### config.mk
export PLATFORM = sky130hd
export DESIGN_NAME = bpfa_divc
export DESIGN_NICKNAME = d
export VERILOG_FILES = /design/src/rtl/bpfa_divc.sv
export SDC_FILE = /design/constraint.sdc
export NUM_CORES = 1
export LEC_CHECK = 0
export ABC_CLOCK_PERIOD_IN_PS = 800
export BUFFER_PORTS_ARGS = -buffer_cell sky130_fd_sc_hd__buf_2
export CORE_MARGIN = 2
export CORE_UTILIZATION = 30
export CTS_BUF_LIST = sky130_fd_sc_hd__clkbuf_4 sky130_fd_sc_hd__clkbuf_8
export CTS_CLUSTER_SIZE = 20
export DETAILED_ROUTE_END_ITERATION = 10
export HOLD_SLACK_MARGIN = 0.03
export PLACE_DENSITY_LB_ADDON = 0.12
export SYNTH_ARGS = -nofsm -noshare
export SYNTH_HDL_FRONTEND = slang
export SYNTH_SLANG_ARGS = --single-unit
### constraint.sdc
create_clock -name clock -period 0.8 [get_ports clock]
set_input_delay 0.16 -clock clock [delete_from_list [all_inputs] [get_ports clock]]
set_output_delay 0.16 -clock clock [all_outputs]
set_load 0.01 [all_outputs]
### src/rtl/bpfa_divc.sv
// Two-stage divider by a constant using an exact reciprocal multiplication.
`timescale 1ns / 1ps
`default_nettype none

module bpfa_divc #(
   parameter int XW      = 17,
   parameter int DIVISOR = 32
) (
   input  wire logic          clock,
   input  wire logic          reset,
   input  wire logic          start,
   input  wire logic [XW-1:0] x,
   output logic               done,
   output logic      [XW-1:0] q,
   output logic      [XW-1:0] r
);

   localparam int L  = (DIVISOR > 1) ? $clog2(DIVISOR) : 0;
   localparam int SH = XW + L;
   localparam int RW = XW + 1;
   localparam int PW = XW + RW;
   localparam longint unsigned RECIP = ((longint'(1) << SH) + DIVISOR - 1) / DIVISOR;

   logic [PW-1:0] prod_ff;
   logic [XW-1:0] x1_ff;
   logic          v1_ff;
   logic [XW-1:0] q_est;
   logic [XW-1:0] qd;

   assign q_est = XW'(prod_ff >> SH);
   assign qd    = q_est * XW'(DIVISOR);

   always_ff @(posedge clock) begin
      if (reset) begin
         v1_ff <= 1'b0;
         done  <= 1'b0;
      end else begin
         v1_ff <= start;
         done  <= v1_ff;
      end
      prod_ff <= PW'(x) * PW'(RW'(RECIP));
      x1_ff   <= x;
      q       <= q_est;
      r       <= x1_ff - qd;
   end

endmodule

`default_nettype wire

==> results.cfg, run 1 <==
[status]
status = complete, but fails checks
violations = setup timing

[global_route]
gr-total-overflow = 0
gr-usage-met1_pct = 6.818
grt_max_degree = 11
grt_util_met2_pct = 12.01
grt_usage_pct = 8.349
top_usage_layer = met2
antenna_found_initial = 0
grt_pass1_vias = 429
met3_usage_pct = 7.813
grt_pass1_wl_mm = 1.787

[floorplanning]
rows = 19
dieWidth_um = 57.69
core_area_mm2 = 0.002758
die_h_um = 57.69
dieArea_mm2 = 0.003328
start_util_pct = 31.35
io-pin-count = 55

[setup_path]
cp_cell_sequence = buf_2
cp_top_family = flip-flops
cpMaxStageDelayCell = dfxtp_1
path_max_fanout = 1
path_depth = 1
rr_worst_depth = 1
end_kind = output port
worst-path-buf-inv = 1
required_ns = 0.64
critical_path_class = flip-flop to output port
max_stage_delay_ns = 0.31
arrival_ns = 0.76
critPathLaunchType = flip-flop

[finish]
syn_to_final_growth_pct = 50.22
drive_gt1_share_pct = 41.53
insertedDiodeCount = 0
nNetsFinal = 138

[synthesis]
ys_top_cells_by_count = dfxtp_1, buf_4, nor2b_1, conb_1
synth_ff_type = dfxtp_1
synth.distinct_cells = 4
postSynthCellCount = 56
synth-edff-count = 0
yosys-top-cells-area = dfxtp_1, buf_4, nor2b_1
yosysSeqAreaShare_pct = 83.36
avgSynthCellArea_um2 = 15.44
synth.most_common_cell = dfxtp_1
netlist_area_um2 = 864.6
yosysTopAreaCell = dfxtp_1
synthArstFlopShare_pct = 0
synthDominantCellAreaShare_pct = 83.36
synth-seq-cells = 36
ys_warn_count = 0

[sta]
finClkSkew_ns = 0.003281
whs_ns = 0.3307
hold_viol_final = 0
tns_ns = -1.952
period_minus_slack_ns = 0.9155
fmax_ghz = 1.092
setup_violations = 18
finalMaxSlewViolations = 0
fin_ws_ns = -0.1155
period_share_pct = 114.4
rsz0062_at_grt = true

[clock_tree]
cts_buffers = 5
clk_latency_ns = 0.32
clk_pin_slew_ns = 0.09
cts_sinks = 36
clk_path_buf_depth = 2
postCtsSetupBuffers = 0
cts_tree = done
htreeDepth = 2
cts-root-buf = clkbuf_4

[place]
gp_congestion = 0.5532
place_hpwl_um = 805.2
portBuffers = 37

[drt]
drt_iter0_drc = 7
drtAntennaViolNets = 0
finalWirelength_mm = 1.196
drt-vias-per-instance = 3.403
routedWlPerCell_um = 8.027
vias = 507
drc = 0
firstDrtPassIters = 2

[power_and_ir_drop]
p_leak_uw = 0.0006305
p_per_area_mw_per_mm2 = 2310
irDropWorstVdd_uv = 1580

[min_path]
min_path_cells = 0
worst_hold_path_type = flip-flop to flip-flop

[job]
drv_cap = 0
## routing by layer
metal	routed length [um]	vias up
met4	22	0
met1	408	218
met3	151	2
li1	-	255
met5	0	-
met2	613	32
## metrics by stage
| stage | power (uW) | worst slack (ns) | cells | utilization [%] | area [um2] |
|---|---|---|---|---|---|
| after floorplan | 2071 | 0.3092 | 72 | - | 924.6 |
| after global placement | 2097 | 0.2248 | 123 | 37.02 | 1021 |
| after detailed placement | 2101 | 0.2195 | 123 | 37.02 | 1021 |
| after CTS | 3042 | -0.1535 | 148 | 45.64 | 1259 |
| after global routing | 3183 | -0.1900 | 149 | 47.10 | 1299 |
| final | 3000 | -0.1155 | 149 | 47.10 | 1299 |
## state kept, by name (all words and copies together), names as in the netlist
name,flops
done,1
q,12
r,5
v1_ff,1
x1_ff,17
## timing repair
action	in CTS	in global routing
gates resized for setup	2	8
hold endpoints to repair	19	1
setup endpoints to repair	18	18
hold buffers	18	1
## cell type report
type | instances | area, um2
clock inverter | 1 | 5.005
fill | 277 | 1459
tap | 31 | 38.79
clock buffer | 6 | 45.04
multi-input combinational | 19 | 76.32
sequential | 36 | 726.9
timing repair buffer | 56 | 406.6
## cell usage in the layout, fill, tap and decap left out, drive strengths merged
cell / Yosys / final
buf: 17 / 37
dfxtp: 36 / 36
dlygate4sd3: 0 / 19
conb: 1 / 17
clkbuf: 0 / 6
nor2b: 2 / 2
clkinv: 0 / 1
## where the power goes
part	switching, uW	internal, uW	total [uW]
logic	98.9	139	238
clock network	496	357	853
registers	20.5	1890	1910
## path summary, 6_finish.rpt
| path | start | end | slack, ns |
|---|---|---|---|
| min | x1_ff[11]$_DFF_P_ | q[6]$_DFF_P_ | 0.33 |
| max | r[4]$_DFF_P_ | r[4] | -0.12 |
| min reg2reg | x1_ff[11]$_DFF_P_ | q[6]$_DFF_P_ | 0.33 |
| max reg2reg | v1_ff$_SDFF_PP0_ | done$_SDFF_PP0_ | 0.29 |
## kinds of logic after synthesis
logic type	share of synthesized area, %
flip-flops	83.36
buffers and inverters	14.76
other	0.4337
AND/OR/NAND/NOR	1.447
Note: power is estimated with default switching activity, not from simulation.
==> run 2: changes to the inputs <==
--- a/config.mk
+++ b/config.mk
@@ -14,6 +14,7 @@
 export DETAILED_ROUTE_END_ITERATION = 10
 export HOLD_SLACK_MARGIN = 0.03
 export PLACE_DENSITY_LB_ADDON = 0.12
+export REMOVE_ABC_BUFFERS = 1
 export SYNTH_ARGS = -nofsm -noshare
 export SYNTH_HDL_FRONTEND = slang
 export SYNTH_SLANG_ARGS = --single-unit
==> results.cfg, run 2 (synthesized netlist as in run 1, its figures left out) <==
[status]
status = complete, but fails checks
violations = setup timing

[drt]
wl_met1_um = 504
routedWlPerCell_um = 8.527
finalWirelength_mm = 1.262
wl_met3_um = 137
vias = 491
drt_iter0_drc = 9
routed-wl-met2_um = 619
drtAntennaViolNets = 0
top_signal_layer_used = met3
drc = 0
drt-vias-per-instance = 3.318
firstDrtPassIters = 2

[finish]
mostFrequentLayoutCells = buf_2, dfxtp_1, dlygate4sd3_1
top_register = x1_ff
drive_gt1_share_pct = 41.03
syn_to_final_growth_pct = 48.19
fill_cells = 260
insertedDiodeCount = 0
stdcell_area_mm2 = 0.001281
top_regs = x1_ff (17), q (12), r (5)
largest_register_ffs = 17
nNetsFinal = 137
layout_commonest_cell = buf_2

[setup_path]
cpMaxStageDelayCell = dfxtp_1
worst-path-buf-inv = 1
path_max_fanout = 1
cp_cell_sequence = buf_2
end_kind = output port
cp-startpoint = done$_SDFF_PP0_
required_ns = 0.64
cp_top_family = flip-flops
reg2reg_from = v1_ff$_SDFF_PP0_
critical_path_class = flip-flop to output port
critPathLaunchType = flip-flop
max_stage_delay_ns = 0.33
arrival_ns = 0.77

[sta]
hold_viol_final = 0
fin_ws_ns = -0.1255
whs_ns = 0.05337
finalMaxSlewViolations = 0
setup_violations = 18
period_minus_slack_ns = 0.9255
rsz0062_at_grt = true
period_share_pct = 115.7
finClkSkew_ns = 0.003483
tns_ns = -2.063
fmax_ghz = 1.081

[floorplanning]
die_h_um = 57.69
start_util_pct = 31.35
rows = 19
io-pin-count = 55
core_area_mm2 = 0.002758
dieWidth_um = 57.69
dieArea_mm2 = 0.003328

[min_path]
worst_hold_path_type = input port to flip-flop
min_from = start

[place]
placed_cell_area_mm2 = 0.001021
gp_congestion = 0.5372
place_hpwl_um = 747.9
portBuffers = 37

[clock_tree]
cts_buffers = 5
cts-root-buf = clkbuf_4
clk_path_buf_depth = 2
htreeDepth = 2
cts_sinks = 36
clk_pin_slew_ns = 0.09
cts_tree = done
clk_latency_ns = 0.32

[global_route]
grt_usage_pct = 8.529
grt_pass1_wl_mm = 1.863
grt_max_degree = 11
antenna_found_initial = 0
grt_pass1_vias = 477
gr-total-overflow = 0

[job]
drv_cap = 0

[power_and_ir_drop]
irDropWorstVdd_uv = 1764
p_leak_uw = 0.0006249
p_per_area_mw_per_mm2 = 2360
## run 2: cell count changes in the layout (fill, tap and decap cells not counted), sizes merged
cell,before,now
dlygate4sd3,19,18
## run 2: final timing paths
kind / endpoint / slack (ns) / cells past startpoint
setup reg to reg: done$_SDFF_PP0_ / 0.28 / 1
hold / removal: v1_ff$_SDFF_PP0_ / 0.05 / 2
setup / recovery: done / -0.13 / 1
hold reg to reg: q[4]$_DFF_P_ / 0.33 / 0
## run 2: stage by stage
stage,cells,setup slack (ns),total power [uW],utilization [%]
floorplan,55,0.3092,2009,-
global placement,123,0.2323,2096,37.02
detailed placement,123,0.2301,2098,37.02
CTS,148,-0.1500,3058,45.37
global route,148,-0.1858,3197,46.46
finish,148,-0.1255,3023,46.46
## run 2: power breakdown
part           switching, uW  total (uW)  internal [uW]
registers               20.3        1910           1890
clock network            526         883            358
logic                   97.8         231            134
total                    644        3020           2380
## run 2: timing repair
| item | 4_1_cts | 5_1_grt |
|---|---|---|
| setup buffers | 0 | 0 |
| setup endpoints to repair | 18 | 18 |
| hold buffers | 18 | 0 |
| gates resized for setup | 0 | 8 |
| hold endpoints to repair | 19 | 0 |
## run 2: layout make-up
class	instances	area [um2]	area share (%)
well taps	31	38.79	3.027
clock buffers	6	45.04	3.516
multi-input cells	19	76.32	5.957
repair buffers	55	390.4	30.47
clock inverters	1	5.005	0.3906
flip-flops and latches	36	725.7	56.64
## run 2: routing by layer
metal | GRT usage [%] | vias to the layer above
met5 | 0 | -
met4 | 5.980 | 0
met3 | 8.259 | 0
met2 | 11.53 | 31
met1 | 7.932 | 206
li1 | - | 254
==> run 3: changes to the inputs <==
--- a/config.mk
+++ b/config.mk
@@ -15,6 +15,7 @@
 export HOLD_SLACK_MARGIN = 0.03
 export PLACE_DENSITY_LB_ADDON = 0.12
 export REMOVE_ABC_BUFFERS = 1
+export SKIP_LAST_GASP = 1
 export SYNTH_ARGS = -nofsm -noshare
 export SYNTH_HDL_FRONTEND = slang
 export SYNTH_SLANG_ARGS = --single-unit
==> results.cfg, run 3 (synthesized netlist as in run 1, its figures left out) <==
[sta]
period_minus_slack_ns = 0.9255
period_share_pct = 115.7
fmax_ghz = 1.081
hold_viol_final = 0
fin_ws_ns = -0.1255
rsz0062_at_grt = true
whs_ns = 0.05337
finClkSkew_ns = 0.003483
finalMaxSlewViolations = 0
setup_violations = 18

[setup_path]
reg2reg_from = v1_ff$_SDFF_PP0_
r2r_end = done$_SDFF_PP0_
cpMaxStageDelayCell = dfxtp_1
cp_top_family = flip-flops
max_stage_delay_ns = 0.33
r2r_setup_slack_ns = 0.28
worst-path-buf-inv = 1
critical_path_class = flip-flop to output port
end_kind = output port
cp_cell_sequence = buf_2
arrival_ns = 0.77
path_max_fanout = 1
critPathLaunchType = flip-flop
rr_worst_depth = 1
required_ns = 0.64

[place]
place_hpwl_um = 747.9
portBuffers = 37
gp_congestion = 0.5372

[clock_tree]
clk_latency_ns = 0.32
cts_sinks = 36
htreeDepth = 2
clk_pin_slew_ns = 0.09
clk_path_buf_depth = 2
postCtsSetupBuffers = 0
cts_tree = done
cts_buffers = 5
cts-root-buf = clkbuf_4

[min_path]
worst_hold_path_type = input port to flip-flop
hold-path-endpoint = v1_ff$_SDFF_PP0_
min_from = start
min_path_cells = 2

[global_route]
grt_pass1_vias = 477
grt_max_degree = 11
grt_pass1_wl_mm = 1.863
antenna_found_initial = 0
gr-total-overflow = 0
grt_usage_pct = 8.529

[power_and_ir_drop]
p_leak_uw = 0.0006228
irDropWorstVdd_uv = 1764
total_power_uw = 3020
p_per_area_mw_per_mm2 = 2368

[finish]
nNetsFinal = 137
top_register = x1_ff
mostFrequentLayoutCells = buf_2, dfxtp_1, dlygate4sd3_1
layout_commonest_cell = buf_2
largest_register_ffs = 17
fill_cells = 261
drive_gt1_share_pct = 41.03
top_regs = x1_ff (17), q (12), r (5)
insertedDiodeCount = 0
syn_to_final_growth_pct = 47.47

[status]
violations = setup timing
status = complete, but fails checks

[floorplanning]
start_util_pct = 31.35
io-pin-count = 55
die_h_um = 57.69
rows = 19
dieWidth_um = 57.69
core_area_mm2 = 0.002758
dieArea_mm2 = 0.003328

[drt]
routedWlPerCell_um = 8.520
drc = 0
drt-vias-per-instance = 3.318
finalWirelength_mm = 1.261
firstDrtPassIters = 2
vias = 491
drtAntennaViolNets = 0
drt_iter0_drc = 9

[job]
drv_cap = 0
==> run 3: cell types whose count changed in the layout (fill, tap and decap cells not counted) <==
cell   change
buf_6      -1
buf_2      +1
==> run 3: metrics by stage <==
stage                     utilization, %  cells  instance area (um2)  TNS (ns)  setup WS, ns
after floorplan                        -     55                797.0         0        0.3092
after global placement             37.02    123                 1021         0        0.2323
after detailed placement           37.02    123                 1021         0        0.2301
after CTS                          45.37    148                 1251    -2.567       -0.1500
after global routing               46.23    148                 1275    -3.128       -0.1858
final                              46.23    148                 1275    -2.071       -0.1255
==> run 3: final cells by class <==
cell class	instances	area, um2	share of cell area (%)
well taps	31	38.79	3.042
clock buffers	6	45.04	3.533
multi-input cells	19	76.32	5.986
repair buffers	55	384.1	30.13
clock inverters	1	5.005	0.3925
flip-flops and latches	36	725.7	56.92
==> run 3: power breakdown <==
part	leakage, uW	switching [uW]	total [uW]	internal (uW)
Combinational	0.000288	97.7	228	131
Clock	0.0000315	526	883	358
Sequential	0.000303	19.7	1910	1890
Total	0.000623	643	3020	2380
==> run 3: how the worst max path moves through the flow <==
stage                          startpoint  endpoint  slack (ns)  cells after the start
after floorplan           done$_SDFF_PP0_      done        0.31                      0
after global placement       q[2]$_DFF_P_      q[2]        0.23                      1
after CTS                 done$_SDFF_PP0_      done       -0.15                      1
final                     done$_SDFF_PP0_      done       -0.13                      1
after detailed placement     q[7]$_DFF_P_      q[7]        0.23                      1
after global routing         q[1]$_DFF_P_      q[1]       -0.19                      1
==> run 3: per-layer routing <==
layer	share of wire, %	GRT usage [%]	vias up
met3	11	8.259	0
met5	0	0	-
met2	49	11.53	31
met4	0	5.980	0
met1	40	7.932	206
li1	-	-	254
==> run 3: timing repair <==
action	4_1_cts	5_1_grt
endpoints found under the setup margin	18	18
resized for setup	0	7
endpoints found under the hold margin	19	0
hold buffers	18	0
